File: config.mk
export PLATFORM = sky130hd
export DESIGN_NAME = ide_pio_timing_programmer
export DESIGN_NICKNAME = d
export VERILOG_FILES = /design/src/rtl/ipt_pkg.sv /design/src/rtl/ipt_ctrl.sv /design/src/rtl/ipt_dpath.sv /design/src/rtl/ide_pio_timing_programmer.sv
export SDC_FILE = /design/constraint.sdc
export NUM_CORES = 1
export LEC_CHECK = 0
export ABC_CLOCK_PERIOD_IN_PS = 4300
export BUFFER_PORTS_ARGS = -buffer_cell sky130_fd_sc_hd__buf_2
export CORE_MARGIN = 4
export CORE_UTILIZATION = 53
export CTS_CLUSTER_SIZE = 12
export DETAILED_ROUTE_END_ITERATION = 6
export GPL_TIMING_DRIVEN = 0
export PLACE_DENSITY = 0.8
export SYNTH_ARGS = -nofsm -noshare
export SYNTH_HDL_FRONTEND = slang
export SYNTH_HIERARCHICAL = 1
export SYNTH_SLANG_ARGS = --single-unit
export TNS_END_PERCENT = 30
File: constraint.sdc
create_clock -name clk_i -period 4.3 [get_ports clk_i]
set_input_delay 0.215 -clock clk_i [delete_from_list [all_inputs] [get_ports clk_i]]
set_output_delay 0.215 -clock clk_i [all_outputs]
set_load 0.02 [all_outputs]
File: src/rtl/ipt_pkg.sv
// Shared types, constants and timing tables for the IDE PIO timing programmer.
// No dependencies; every other file in rtl/ imports this package.
package ipt_pkg;

  // Mode and field widths
  localparam int unsigned MODE_W    = 3;
  localparam logic [2:0]  MODE_MAX  = 3'd5;
  localparam int unsigned NS_W      = 16;
  localparam int unsigned CLK_W     = 6;
  localparam int unsigned REV_W     = 2;

  // Serial divider: 16-bit time plus (period - 1) needs one extra bit
  localparam int unsigned DIV_W     = NS_W + 1;
  localparam int unsigned DIV_CNT_W = 5;

  // Configuration port
  localparam int unsigned CFG_IDX_W  = 2;
  localparam int unsigned CFG_DATA_W = 8;
  localparam logic [CFG_IDX_W-1:0] CFG_CLOCK_PERIOD = 2'd0;
  localparam logic [CFG_IDX_W-1:0] CFG_CHIP_REV     = 2'd1;

  // Reset values
  localparam logic [CLK_W-1:0] CLOCK_PERIOD_RST = 6'd25;
  localparam logic [REV_W-1:0] CHIP_REV_RST     = 2'd1;
  localparam logic [7:0]       SEC_SETUP_RST    = 8'h0c;

  // Address setup codes (bits 7:6)
  localparam logic [7:0] SETUP_2CLK = 8'h40;
  localparam logic [7:0] SETUP_3CLK = 8'h80;
  localparam logic [7:0] SETUP_4CLK = 8'h00;
  localparam logic [7:0] SETUP_5CLK = 8'hc0;

  // Limits of the active/recovery packing
  localparam logic [4:0] RECOVERY_CAP = 5'h11;
  localparam logic [4:0] NIBBLE_MAX   = 5'h0f;

  // Which time the shared divider is working on
  typedef enum logic [1:0] {
    DIV_MC,
    DIV_AV,
    DIV_DS
  } div_sel_e;

  // Controller to datapath
  typedef struct packed {
    logic     load;
    logic     div_start;
    div_sel_e div_sel;
    logic     pack;
    logic     commit;
  } ipt_cmd_t;

  // Datapath to controller
  typedef struct packed {
    logic div_done;
    logic out_free;
  } ipt_status_t;

  // Address setup time per mode, ns
  function automatic logic [NS_W-1:0] mc_ns(input logic [MODE_W-1:0] mode);
    logic [NS_W-1:0] v;
    case (mode)
      3'd0:    v = 16'd70;
      3'd1:    v = 16'd50;
      3'd2:    v = 16'd30;
      3'd3:    v = 16'd30;
      3'd4:    v = 16'd25;
      default: v = 16'd20;
    endcase
    return v;
  endfunction

  // Address valid time per mode, ns
  function automatic logic [NS_W-1:0] av_ns(input logic [MODE_W-1:0] mode);
    logic [NS_W-1:0] v;
    case (mode)
      3'd0:    v = 16'd165;
      3'd1:    v = 16'd125;
      3'd2:    v = 16'd100;
      3'd3:    v = 16'd80;
      3'd4:    v = 16'd70;
      default: v = 16'd50;
    endcase
    return v;
  endfunction

  // Data setup (full cycle) time per mode, ns
  function automatic logic [NS_W-1:0] ds_ns(input logic [MODE_W-1:0] mode);
    logic [NS_W-1:0] v;
    case (mode)
      3'd0:    v = 16'd600;
      3'd1:    v = 16'd383;
      3'd2:    v = 16'd240;
      3'd3:    v = 16'd180;
      3'd4:    v = 16'd125;
      default: v = 16'd100;
    endcase
    return v;
  endfunction

  // Clocks encoded by a setup code
  function automatic logic [2:0] setup_clocks(input logic [7:0] code);
    logic [2:0] c;
    case (code[7:6])
      2'b01:   c = 3'd2;
      2'b10:   c = 3'd3;
      2'b11:   c = 3'd5;
      default: c = 3'd4;
    endcase
    return c;
  endfunction

  // Larger of each nibble
  function automatic logic [7:0] nibble_max(input logic [7:0] a, input logic [7:0] b);
    logic [3:0] lo;
    logic [3:0] hi;
    lo = (a[3:0] > b[3:0]) ? a[3:0] : b[3:0];
    hi = (a[7:4] > b[7:4]) ? a[7:4] : b[7:4];
    return {hi, lo};
  endfunction

endpackage

File: src/rtl/ipt_ctrl.sv
// Sequencing controller for the IDE PIO timing programmer.
// Depends on ipt_pkg; drives the datapath through ipt_cmd_t.
module ipt_ctrl import ipt_pkg::*; (
  input  logic        clk_i,
  input  logic        rst_ni,
  input  logic        in_valid_i,
  output logic        in_ready_o,
  input  ipt_status_t status_i,
  output ipt_cmd_t    cmd_o
);

  typedef enum logic [2:0] {
    S_IDLE,
    S_START,
    S_WAIT,
    S_PACK,
    S_COMMIT
  } state_e;

  state_e   state_q, state_d;
  div_sel_e sel_q, sel_d;

  // Next state: three divisions in turn, then pack and commit
  always_comb begin
    state_d = state_q;
    sel_d   = sel_q;
    case (state_q)
      S_IDLE: begin
        if (in_valid_i) begin
          state_d = S_START;
          sel_d   = DIV_MC;
        end
      end
      S_START: state_d = S_WAIT;
      S_WAIT: begin
        if (status_i.div_done) begin
          case (sel_q)
            DIV_MC: begin
              sel_d   = DIV_AV;
              state_d = S_START;
            end
            DIV_AV: begin
              sel_d   = DIV_DS;
              state_d = S_START;
            end
            default: state_d = S_PACK;
          endcase
        end
      end
      S_PACK: state_d = S_COMMIT;
      S_COMMIT: begin
        if (status_i.out_free) state_d = S_IDLE;
      end
      default: state_d = S_IDLE;
    endcase
  end

  // Hold state and divider selection
  always_ff @(posedge clk_i or negedge rst_ni) begin
    if (!rst_ni) begin
      state_q <= S_IDLE;
      sel_q   <= DIV_MC;
    end else begin
      state_q <= state_d;
      sel_q   <= sel_d;
    end
  end

  // Decode commands
  assign in_ready_o        = (state_q == S_IDLE);
  assign cmd_o.load        = (state_q == S_IDLE) && in_valid_i;
  assign cmd_o.div_start   = (state_q == S_START);
  assign cmd_o.div_sel     = sel_q;
  assign cmd_o.pack        = (state_q == S_PACK);
  assign cmd_o.commit      = (state_q == S_COMMIT) && status_i.out_free;

endmodule

File: src/rtl/ipt_dpath.sv
// Datapath: mode selection, shared serial ceiling divider, packing,
// timing register file and result register. Depends on ipt_pkg.
module ipt_dpath import ipt_pkg::*; (
  input  logic              clk_i,
  input  logic              rst_ni,
  input  ipt_cmd_t          cmd_i,
  output ipt_status_t       status_o,
  input  logic [CLK_W-1:0]  clock_period_i,
  input  logic [REV_W-1:0]  chip_revision_i,
  input  logic              iface_sel_i,
  input  logic              drive_sel_i,
  input  logic              forced_valid_i,
  input  logic [2:0]        forced_pio_i,
  input  logic [7:0]        reported_pio_i,
  input  logic              eide_valid_i,
  input  logic              iordy_capable_i,
  input  logic [2:0]        eide_mode_bits_i,
  input  logic [NS_W-1:0]   iordy_cycle_ns_i,
  input  logic [NS_W-1:0]   plain_cycle_ns_i,
  output logic              out_valid_o,
  input  logic              out_ready_i,
  output logic [MODE_W-1:0] chosen_pio_o,
  output logic [7:0]        setup_code_o,
  output logic [7:0]        active_recovery_word_o,
  output logic [7:0]        setup_reg_value_o,
  output logic [7:0]        cycle_reg_value_o,
  output logic [7:0]        command_timing_value_o
);

  // ---------------- mode selection ----------------
  logic [MODE_W-1:0] mode_sel;
  logic [NS_W-1:0]   ds_sel;

  always_comb begin
    if (forced_valid_i) begin
      mode_sel = (forced_pio_i > MODE_MAX) ? MODE_MAX : forced_pio_i;
      ds_sel   = ds_ns(mode_sel);
    end else begin
      mode_sel = (reported_pio_i > {5'd0, MODE_MAX}) ? MODE_MAX : reported_pio_i[2:0];
      ds_sel   = ds_ns(mode_sel);
      if (eide_valid_i) begin
        if (iordy_capable_i && (eide_mode_bits_i != 3'd0)) begin
          mode_sel = eide_mode_bits_i[2] ? 3'd5 : (eide_mode_bits_i[1] ? 3'd4 : 3'd3);
          ds_sel   = iordy_cycle_ns_i;
        end else begin
          ds_sel   = plain_cycle_ns_i;
        end
        if (ds_sel == '0) ds_sel = ds_ns(mode_sel);
      end
    end
  end

  // Latch the item's mode, times and target
  logic [MODE_W-1:0] mode_q;
  logic [6:0]        mc_q;
  logic [7:0]        av_q;
  logic [NS_W-1:0]   ds_q;
  logic              iface_q, drive_q;

  always_ff @(posedge clk_i) begin
    if (cmd_i.load) begin
      mode_q  <= mode_sel;
      mc_q    <= 7'(mc_ns(mode_sel));
      av_q    <= 8'(av_ns(mode_sel));
      ds_q    <= ds_sel;
      iface_q <= iface_sel_i;
      drive_q <= drive_sel_i;
    end
  end

  // ---------------- serial ceiling divider ----------------
  logic [CLK_W-1:0]     clk_eff;
  logic [NS_W-1:0]      div_op;
  logic [DIV_W-1:0]     dvd_q, dvd_d;
  logic [CLK_W-1:0]     rem_q, rem_d;
  logic [CLK_W:0]       rem_sh;
  logic                 q_bit;
  logic [DIV_CNT_W-1:0] cnt_q;
  logic                 busy_q, done_q;

  // A zero period counts as one
  assign clk_eff = (clock_period_i == '0) ? CLK_W'(1) : clock_period_i;

  always_comb begin
    case (cmd_i.div_sel)
      DIV_MC:  div_op = {9'd0, mc_q};
      DIV_AV:  div_op = {8'd0, av_q};
      default: div_op = ds_q;
    endcase
  end

  // One restoring step per cycle while busy, quotient shifted into the dividend
  assign rem_sh = {rem_q, dvd_q[DIV_W-1]};
  assign q_bit  = (rem_sh >= {1'b0, clk_eff});
  assign rem_d  = q_bit ? CLK_W'(rem_sh - {1'b0, clk_eff}) : rem_sh[CLK_W-1:0];
  assign dvd_d  = {dvd_q[DIV_W-2:0], q_bit};

  always_ff @(posedge clk_i) begin
    if (cmd_i.div_start) begin
      dvd_q <= {1'b0, div_op} + DIV_W'(clk_eff) - DIV_W'(1);
      rem_q <= '0;
    end else if (busy_q) begin
      dvd_q <= dvd_d;
      rem_q <= rem_d;
    end
  end

  always_ff @(posedge clk_i or negedge rst_ni) begin
    if (!rst_ni) begin
      busy_q <= 1'b0;
      done_q <= 1'b0;
      cnt_q  <= '0;
    end else begin
      done_q <= 1'b0;
      if (cmd_i.div_start) begin
        busy_q <= 1'b1;
        cnt_q  <= '0;
      end else if (busy_q) begin
        cnt_q <= cnt_q + DIV_CNT_W'(1);
        if (cnt_q == DIV_CNT_W'(DIV_W - 1)) begin
          busy_q <= 1'b0;
          done_q <= 1'b1;
        end
      end
    end
  end

  assign status_o.div_done = done_q;

  // Capture each quotient
  logic [6:0]       q_mc_q;
  logic [7:0]       q_av_q;
  logic [DIV_W-1:0] q_ds_q;

  always_ff @(posedge clk_i) begin
    if (done_q) begin
      case (cmd_i.div_sel)
        DIV_MC:  q_mc_q <= dvd_q[6:0];
        DIV_AV:  q_av_q <= dvd_q[7:0];
        default: q_ds_q <= dvd_q;
      endcase
    end
  end

  // ---------------- packing ----------------
  logic [7:0]         r1_d, r2_d;
  logic [7:0]         act0;
  logic signed [DIV_W:0] diff;
  logic [4:0]         rec0, rec1, rec2;
  logic [DIV_W-1:0]   act1;
  logic [3:0]         act_nib, rec_nib;

  always_comb begin
    // Address setup code
    if (q_mc_q <= 7'd2)      r1_d = SETUP_2CLK;
    else if (q_mc_q == 7'd3) r1_d = SETUP_3CLK;
    else if (q_mc_q == 7'd4) r1_d = SETUP_4CLK;
    else                     r1_d = SETUP_5CLK;

    // Active time is floored at 2; recovery is the rest of the cycle time
    act0 = (q_av_q < 8'd2) ? 8'd2 : q_av_q;
    diff = $signed({1'b0, q_ds_q}) - $signed({{(DIV_W-7){1'b0}}, act0});
    if (diff < $signed((DIV_W+1)'(2))) begin
      rec0 = 5'd2;
    end else if (diff > $signed({{(DIV_W-4){1'b0}}, RECOVERY_CAP})) begin
      rec0 = 5'd31;
    end else begin
      rec0 = diff[4:0];
    end

    // Long recovery moves the excess into the active time
    if (rec0 > RECOVERY_CAP) begin
      act1 = q_ds_q - DIV_W'(RECOVERY_CAP);
      rec1 = RECOVERY_CAP;
    end else begin
      act1 = {{(DIV_W-8){1'b0}}, act0};
      rec1 = rec0;
    end

    act_nib = (act1 > DIV_W'(NIBBLE_MAX)) ? 4'd0 : act1[3:0];
    rec2    = (chip_revision_i > REV_W'(1)) ? rec1 - 5'd1 : rec1;
    rec_nib = (rec2 > NIBBLE_MAX) ? 4'd0 : rec2[3:0];
    r2_d    = {act_nib, rec_nib};
  end

  logic [7:0] r1_q, r2_q;

  always_ff @(posedge clk_i) begin
    if (cmd_i.pack) begin
      r1_q <= r1_d;
      r2_q <= r2_d;
    end
  end

  // ---------------- timing register file ----------------
  logic [7:0] setup_pm_q, cycle_pm_q, setup_ps_q, cycle_ps_q;
  logic [7:0] setup_sec_q, setup_sec_d, cycle_sec_q, cycle_sec_d;
  logic [7:0] cmd_tim_q, cmd_tim_d;
  logic       sec_seen_q;
  logic [7:0] sreg_d, creg_d;

  always_comb begin
    setup_sec_d = setup_sec_q;
    if (!sec_seen_q || (setup_clocks(setup_sec_q) < setup_clocks(r1_q))) begin
      setup_sec_d = {r1_q[7:6], setup_sec_q[5:0]};
    end
    cycle_sec_d = sec_seen_q ? nibble_max(cycle_sec_q, r2_q) : r2_q;
    cmd_tim_d   = nibble_max(cmd_tim_q, r2_q);
    if (iface_q) begin
      sreg_d = setup_sec_d;
      creg_d = cycle_sec_d;
    end else begin
      sreg_d = r1_q;
      creg_d = r2_q;
    end
  end

  always_ff @(posedge clk_i or negedge rst_ni) begin
    if (!rst_ni) begin
      setup_pm_q  <= '0;
      cycle_pm_q  <= '0;
      setup_ps_q  <= '0;
      cycle_ps_q  <= '0;
      setup_sec_q <= SEC_SETUP_RST;
      cycle_sec_q <= '0;
      cmd_tim_q   <= '0;
      sec_seen_q  <= 1'b0;
    end else if (cmd_i.commit) begin
      cmd_tim_q <= cmd_tim_d;
      if (iface_q) begin
        setup_sec_q <= setup_sec_d;
        cycle_sec_q <= cycle_sec_d;
        sec_seen_q  <= 1'b1;
      end else if (drive_q) begin
        setup_ps_q <= r1_q;
        cycle_ps_q <= r2_q;
      end else begin
        setup_pm_q <= r1_q;
        cycle_pm_q <= r2_q;
      end
    end
  end

  // ---------------- result register ----------------
  logic out_valid_q;

  assign status_o.out_free = !out_valid_q || out_ready_i;

  always_ff @(posedge clk_i or negedge rst_ni) begin
    if (!rst_ni) begin
      out_valid_q <= 1'b0;
    end else if (cmd_i.commit) begin
      out_valid_q <= 1'b1;
    end else if (out_ready_i) begin
      out_valid_q <= 1'b0;
    end
  end

  always_ff @(posedge clk_i) begin
    if (cmd_i.commit) begin
      chosen_pio_o           <= mode_q;
      setup_code_o           <= r1_q;
      active_recovery_word_o <= r2_q;
      setup_reg_value_o      <= sreg_d;
      cycle_reg_value_o      <= creg_d;
      command_timing_value_o <= cmd_tim_d;
    end
  end

  assign out_valid_o = out_valid_q;

endmodule

File: src/rtl/ide_pio_timing_programmer.sv
// Top level of the IDE PIO timing programmer: configuration registers,
// controller and datapath. Depends on ipt_pkg, ipt_ctrl and ipt_dpath.
//
// Takes one drive's identify data per transfer and returns one result: the
// chosen PIO mode, the setup code, the active/recovery word and the timing
// register contents after the write. One item is in flight at a time and
// passes through three ceiling divisions on one shared bit-serial divider
// (each a start state, 17 restoring steps and a done strobe), then a pack
// state and a commit state. The commit waits while an earlier result is
// still held. A new input is taken once the previous result has been
// committed to the output register, even if that result has not yet been
// taken. Configuration writes are always accepted and must only be issued
// while the block is idle.
module ide_pio_timing_programmer import ipt_pkg::*; (
  input  logic                  clk_i,
  input  logic                  rst_ni,
  input  logic                  cfg_valid_i,
  output logic                  cfg_ready_o,
  input  logic [CFG_IDX_W-1:0]  cfg_index_i,
  input  logic [CFG_DATA_W-1:0] cfg_data_i,
  input  logic                  in_valid_i,
  output logic                  in_ready_o,
  input  logic                  iface_sel_i,
  input  logic                  drive_sel_i,
  input  logic                  forced_valid_i,
  input  logic [2:0]            forced_pio_i,
  input  logic [7:0]            reported_pio_i,
  input  logic                  eide_valid_i,
  input  logic                  iordy_capable_i,
  input  logic [2:0]            eide_mode_bits_i,
  input  logic [15:0]           iordy_cycle_ns_i,
  input  logic [15:0]           plain_cycle_ns_i,
  output logic                  out_valid_o,
  input  logic                  out_ready_i,
  output logic [2:0]            chosen_pio_o,
  output logic [7:0]            setup_code_o,
  output logic [7:0]            active_recovery_word_o,
  output logic [7:0]            setup_reg_value_o,
  output logic [7:0]            cycle_reg_value_o,
  output logic [7:0]            command_timing_value_o
);

  logic [CLK_W-1:0] clock_period_q;
  logic [REV_W-1:0] chip_revision_q;
  ipt_cmd_t         cmd;
  ipt_status_t      status;

  // Configuration registers; writes to unknown indexes are dropped
  assign cfg_ready_o = 1'b1;

  always_ff @(posedge clk_i or negedge rst_ni) begin
    if (!rst_ni) begin
      clock_period_q  <= CLOCK_PERIOD_RST;
      chip_revision_q <= CHIP_REV_RST;
    end else if (cfg_valid_i) begin
      case (cfg_index_i)
        CFG_CLOCK_PERIOD: clock_period_q  <= cfg_data_i[CLK_W-1:0];
        CFG_CHIP_REV:     chip_revision_q <= cfg_data_i[REV_W-1:0];
        default: ;
      endcase
    end
  end

  ipt_ctrl u_ctrl (
    .clk_i      (clk_i),
    .rst_ni     (rst_ni),
    .in_valid_i (in_valid_i),
    .in_ready_o (in_ready_o),
    .status_i   (status),
    .cmd_o      (cmd)
  );

  ipt_dpath u_dpath (
    .clk_i                  (clk_i),
    .rst_ni                 (rst_ni),
    .cmd_i                  (cmd),
    .status_o               (status),
    .clock_period_i         (clock_period_q),
    .chip_revision_i        (chip_revision_q),
    .iface_sel_i            (iface_sel_i),
    .drive_sel_i            (drive_sel_i),
    .forced_valid_i         (forced_valid_i),
    .forced_pio_i           (forced_pio_i),
    .reported_pio_i         (reported_pio_i),
    .eide_valid_i           (eide_valid_i),
    .iordy_capable_i        (iordy_capable_i),
    .eide_mode_bits_i       (eide_mode_bits_i),
    .iordy_cycle_ns_i       (iordy_cycle_ns_i),
    .plain_cycle_ns_i       (plain_cycle_ns_i),
    .out_valid_o            (out_valid_o),
    .out_ready_i            (out_ready_i),
    .chosen_pio_o           (chosen_pio_o),
    .setup_code_o           (setup_code_o),
    .active_recovery_word_o (active_recovery_word_o),
    .setup_reg_value_o      (setup_reg_value_o),
    .cycle_reg_value_o      (cycle_reg_value_o),
    .command_timing_value_o (command_timing_value_o)
  );

  // Busy straight after an input transfer
  assert property (@(posedge clk_i) disable iff (!rst_ni)
    (in_valid_i && in_ready_o) |=> !in_ready_o)
    else $error("input taken while an item is in flight");

  // A result only appears from a running item
  assert property (@(posedge clk_i) disable iff (!rst_ni)
    $rose(out_valid_o) |-> $past(!in_ready_o))
    else $error("result raised without an item in flight");

  // Chosen mode never exceeds the top PIO mode
  assert property (@(posedge clk_i) disable iff (!rst_ni)
    out_valid_o |-> (chosen_pio_o <= MODE_MAX))
    else $error("chosen PIO mode out of range");

  // Setup code carries clocks in bits 7:6 only
  assert property (@(posedge clk_i) disable iff (!rst_ni)
    out_valid_o |-> (setup_code_o[5:0] == 6'd0))
    else $error("setup code has stray low bits");

endmodule
==> results of run 1 <==
-- worst max-delay path by stage --
stage                                start                       endpoint  slack [ns]
2_1_floorplan  u_dpath/q_av_q[6]$_DFFE_PP_  u_dpath/r2_q[2]$_SDFFCE_PN0P_        0.02
3_5_place_dp   u_dpath/q_av_q[6]$_DFFE_PP_  u_dpath/r2_q[2]$_SDFFCE_PN0P_       -0.75
4_1_cts        u_dpath/q_av_q[6]$_DFFE_PP_  u_dpath/r2_q[2]$_SDFFCE_PN0P_        0.02
5_1_grt        u_dpath/q_av_q[4]$_DFFE_PP_  u_dpath/r2_q[2]$_SDFFCE_PN0P_       -0.15
3_3_place_gp   u_dpath/q_av_q[6]$_DFFE_PP_  u_dpath/r2_q[2]$_SDFFCE_PN0P_       -0.63
6_report       u_dpath/q_av_q[4]$_DFFE_PP_  u_dpath/r2_q[2]$_SDFFCE_PN0P_        0.06
-- report_power, final --
group | internal (uW) | switching (uW)
logic | 1040 | 1200
clock network | 931 | 713
registers | 2310 | 286
total | 4280 | 2200
-- per-stage QoR --
stage	cells	setup TNS (ns)	worst slack, ns	utilization (%)	total power (uW)
4_1_cts	1307	0	0.0179	62.7	6500
3_5_place_dp	1271	-3.45	-0.750	58.8	4820
6_report	1305	0	0.0620	62.7	6480
5_1_grt	1305	-0.469	-0.152	62.7	6900
2_1_floorplan	950	0	0.0201	-	4270
3_3_place_gp	1271	-2.49	-0.627	58.7	4710
-- flip-flops by register name, summed over array words and instances (netlist names), 5 cells and up --
| signal | flops |
|---|---|
| clock_period_q | 6 |
| u_dpath/active_recovery_word_o | 8 |
| u_dpath/av_q | 7 |
| u_dpath/cmd_tim_q | 8 |
| u_dpath/cnt_q | 5 |
| u_dpath/command_timing_value_o | 8 |
| u_dpath/cycle_reg_value_o | 8 |
| u_dpath/cycle_sec_q | 8 |
| u_dpath/ds_q | 16 |
| u_dpath/dvd_q | 17 |
| u_dpath/mc_q | 7 |
| u_dpath/q_av_q | 8 |
| u_dpath/q_ds_q | 17 |
| u_dpath/q_mc_q | 7 |
| u_dpath/r2_q | 8 |
| u_dpath/rem_q | 6 |
-- placed cells by master (no fill, tap or decap), types with 5 or more instances in the layout --
cell and count:
clkbuf_1 20, nor2_1 63, inv_8 5, nor3_1 30
conb_1 11, nand2_1 90, o21a_1 11, o21ai_0 42
dfrtp_1 36, xnor2_1 21, mux2i_1 22, or2_2 10
nor2b_1 13, xor2_1 12, a21oi_1 54, dfxtp_1 6
nand3_1 16, and3_1 5, mux2_2 42, buf_4 16
inv_1 75, edfxtp_1 125, a21o_1 6, nor4_1 7
or3_1 5, a31oi_1 6, buf_2 95, nand2b_1 18
o22ai_1 5, o211ai_1 8, ha_1 60, nand4_1 7
clkbuf_16 18, o31ai_1 6, a211oi_1 11
-- worst register-to-register path, cell delays in order (launching register included) --
cell,delay [ns]
edfxtp_1,0.44
nor4_4,0.34
buf_4,0.19
nand2_1,0.05
o21a_1,0.21
ha_1,0.20
inv_1,0.07
fa_2,0.26
a211oi_2,0.10
buf_4,0.15
nor2_1,0.17
xor2_1,0.49
o22ai_1,0.17
o211ai_1,0.19
o21ai_1,0.15
ha_1,0.22
nand2_1,0.15
nand2_1,0.09
o22ai_2,0.20
a311oi_1,0.09
-- metal layers --
metal | track usage [%] | part of all wire (%)
met5 | 0 | 0
met4 | 7.46 | 2.7
met1 | 24.7 | 42
met3 | 3.91 | 4.3
met2 | 35.1 | 51
-- what timing repair did --
action	in CTS	in global routing
hold buffers	2	0
hold endpoints to repair	37	0
resized for setup	6	3
pin swaps	2	1
setup endpoints to repair	9	5
buffers inserted	2	0
-- final cells by class --
type                       instances  area [um2]
inverter                          75         282
timing repair buffer              96         495
tap                              229         287
buffer                            43         226
clock inverter                    14         196
clock buffer                      18         450
fill                            1395        6800
multi-input combinational        660        4620
sequential                       170        4850
==> metrics.txt, run 1 <==
cell row count=between 40 and 50; vias per inst=5.66; minimum clock period=4.24 ns; Worst path top cell family by delay=compound AO/OA/AOI/OAI gates; max cap viols=0; H-tree Lvls=4; critical-path cell list=nor4_4 -> buf_4 -> nand2_1 -> o21a_1 -> ha_1 -> inv_1 -> fa_2 -> a211oi_2 -> buf_4 -> nor2_1 -> xor2_1 -> o22ai_1 -> o211ai_1 -> o21ai_1 -> ha_1 -> nand2_1 -> nand2_1 -> o22ai_2 -> a311oi_1; R2R cell count=19; worst IR drop on VDD=0.373 mV; RSZ-0062 raised after global routing=yes; first-pass GRT wire length=between 30,000 and 40,000 um; routed len/inst=around 16 um; I/O Pins=around 110; Worst Path Required=around 4.4 ns; Slew headroom=just under 30%; CP peak stage delay=~0.49 ns; core footprint=between 15,000 and 20,000 um2; Mapped Cells=around 940; Routed Antenna Nets=0; CP bufs+invs=3; Layout Area Growth over Synthesis=15.1%; R2R Setup Slk=0.06 ns; pwr/cell area=roughly 570 nW/um2; initial antenna violation count=0; clock root buffer master=clkbuf_16; drt pass-1 iters=6; drt total wl=around 21,000 um; Worst-path clk slew=~0.070 ns; CP endpoint kind=flip-flop; Avg Synthesized Cell Area=10.5 um2; Least-Margin Pin Slew=approximately 1.1 ns; Die ar.=roughly 21,000 um2; FMAX=between 200 and 250 MHz; hold path depth=2; Syn. warnings=6; post-detail-place hpwl=around 15,000 um; post-route cell area=between 10,000 and 15,000 um2; global-route total usage across every layer=roughly 20%; CTS tree=done; final setup fails=0; initial core utilization=54.4%; CP Class=reg2reg; min-delay src=cfg_data_i[2]; Clock Skew=around 0.015 ns; Most common cell on crit path=nand2_1; leakage=between 0.004 and 0.005 uW; Critical Path Fanout Max=6; final hold violation count=0; hold_ws=about 0.027 ns; die height=approximately 140 um; residual DRC count=0; reg2reg start=u_dpath/q_av_q[4]$_DFFE_PP_; grt ovf=0; hold worst-path end=clock_period_q[2]$_DFFE_PN0P_; Crit Reg-Reg Endpoint=u_dpath/r2_q[2]$_SDFFCE_PN0P_; Longest Clk Path Bufs=2; placed cell area=approximately 11,000 um2; Port Buffer Count=92; CTS sink cnt=170; synthesized area=9910 um2; routed vias=between 7,000 and 8,000; period utilization=98.6%; gp weighted congestion=roughly 0.9; Slowest-stage cell, CP=xor2_1; clock latency on the worst-skew pair=roughly 0.42 ns; largest net degree at the start of global routing=40; Worst Setup Start Kind=flip-flop; fin. max-slew vios=0; status=finished, final reports clean; vias in the first global route=between 7,000 and 8,000; HP Class=in2reg; Nets=~1,200; CP arrival=roughly 4.4 ns; total CTS buffers=17; layout cell share with drive strength beyond 1=between 20% and 30%; WP depth=19; starting DRC count in detailed routing=430; Die X-Extent=approximately 140 um; diode count=0
Power figures use the tool's default switching activity.
==> inputs of run 2 (changes only) <==
ABC_CLOCK_PERIOD_IN_PS = 4100   (was 4300)
PLACE_DENSITY = 0.77   (was 0.8)
clock period = 4.1 ns   (was 4.3 ns; I/O delays follow)
==> run 2 against run 1 <==
Net effect:
- design area rose by 1.6%
- clock power is essentially flat
- global-route usage decreased by 0.28 points
- via count increased by 0.62%
- critical path type unchanged
- largest power group unchanged
==> metrics.txt, run 2 (same netlist as run 1, synthesis figures left out) <==
status=finished, final reports clean; Slew headroom=a little over a third; CP arrival=about 4.2 ns; final setup fails=0; Routed Antenna Nets=0; cell row count=around 50; H-tree Lvls=4; I/O Pins=between 100 and 150; final core utilization=63.7%; post-detail-place hpwl=around 15,000 um; CP endpoint kind=flip-flop; global-route total usage across every layer=around 20%; leakage=roughly 0.0048 uW; final hold violation count=0; Die X-Extent=about 140 um; period utilization=approximately 99%; max cap viols=0; Layout Area Growth over Synthesis=17.0%; worst setup margin=around 0.038 ns; Multi-input gate area=roughly 4700 um2; Worst-path clk slew=0.07 ns; FMAX=roughly 250 MHz; register area=approximately 4900 um2; residual DRC count=0; Clock Skew=0.00747 ns; gp weighted congestion=slightly below 0.9; layout cell share with drive strength beyond 1=between 20% and 30%; die height=about 140 um; initial core utilization=54.4%; Critical Path Fanout Max=4; largest net degree at the start of global routing=40; diode count=0; most common cell after layout, fill and taps aside=edfxtp_1; total CTS buffers=17; core footprint=18,200 um2; Worst Path Required=~4.3 ns; DP Worst Slack=-0.496 ns; Least-Margin Pin Slew=around 0.95 ns; CTS tree=done; vias in the first global route=7,070; grt ovf=0; Nets=roughly 1,200; vias per inst=about 5.6; CP Class=reg2reg; Longest Clk Path Bufs=2; filler cell count=between 1,000 and 1,500; drt pass-1 iters=5; drt total wl=20,800 um; pwr/cell area=about 580 nW/um2; first-pass GRT wire length=around 33,000 um; fin. max-slew vios=0; clock root buffer master=clkbuf_16; Port Buffer Count=92; Tot Pwr=6720 uW; routed vias=7,436; Die ar.=~21,000 um2; routed len/inst=15.8 um; minimum clock period=about 4.1 ns; CTS sink cnt=170; starting DRC count in detailed routing=approximately 440; HP Class=in2reg; clock latency on the worst-skew pair=0.43 ns; worst IR drop on VDD=just under 0.4 mV; hold_ws=roughly 0.026 ns; Worst Setup Start Kind=flip-flop; RSZ-0062 raised after global routing=yes; commonest cells after routing, fill and taps aside=125 x edfxtp_1, 95 x buf_2, 88 x nand2_1, 75 x inv_1, 61 x nor2_1; Top Registers=u_dpath/dvd_q (17), u_dpath/q_ds_q (17), u_dpath/ds_q (16); initial antenna violation count=0
run 2: report_power, final:
| group | internal [uW] | switching, uW | leakage, uW |
|---|---|---|---|
| Combinational | 1090 | 1260 | 0.00280 |
| Sequential | 2420 | 292 | 0.00169 |
| Clock | 884 | 760 | 0.000300 |
run 2: cell type report:
class	count	area share, %
flip-flops and latches	170	41.9
well taps	229	2.47
repair buffers	109	5.16
inverters	75	2.43
clock inverters	15	1.78
plain buffers	43	1.96
clock buffers	17	3.67
multi-input cells	660	40.6
run 2: layer usage:
layer  wire [um]  track usage (%)
met1        8940             24.7
met2       10600             34.2
met3         691             3.35
met4         529             8.00
met5           0                0
run 2: metrics by stage:
step                      cells  cell area [um2]  setup TNS (ns)
after detailed placement   1271            10700           -2.15
final                      1318            11600               0
after global placement     1271            10700           -1.80
after CTS                  1308            11400          -0.137
after global routing       1318            11600          -0.407
after floorplan             950             9960               0
run 2: timing repair:
item,CTS,global route
endpoints found under the setup margin,6,8
gates resized for setup,10,21
buffers inserted,3,10
pin swaps,3,14
hold buffers,4,0
hold endpoints to repair,39,0
run 2: final timing paths:
kind,startpoint,to,slack [ns],cells past startpoint
max,u_dpath/q_av_q[7]$_DFFE_PP_,u_dpath/r2_q[3]$_SDFFCE_PN0P_,0.04,16
min,cfg_data_i[3],clock_period_q[3]$_DFFE_PN1P_,0.03,2
max reg2reg,u_dpath/q_av_q[7]$_DFFE_PP_,u_dpath/r2_q[3]$_SDFFCE_PN0P_,0.04,16
min reg2reg,u_dpath/mode_q[1]$_DFFE_PP_,u_dpath/chosen_pio_o[1]$_DFFE_PP_,0.43,0
max in group asynchronous,rst_ni,u_ctrl/sel_q[0]$_DFFE_PN0P_,2.93,2
min in group asynchronous,rst_ni,u_dpath/cycle_sec_q[4]$_DFFE_PN0P_,0.47,2
run 2: worst max-delay path, stage by stage (launching register included):
cell	delay, ns
edfxtp_1	0.40
nor4_4	0.07
buf_4	0.14
nand2_1	0.05
o21a_1	0.17
ha_2	0.19
inv_1	0.06
fa_2	0.42
a211oi_2	0.28
o211ai_1	0.14
a211o_1	0.32
a2111oi_4	0.40
nand2_2	0.14
buf_4	0.17
or3_4	0.39
o311ai_1	0.31
a21oi_1	0.16
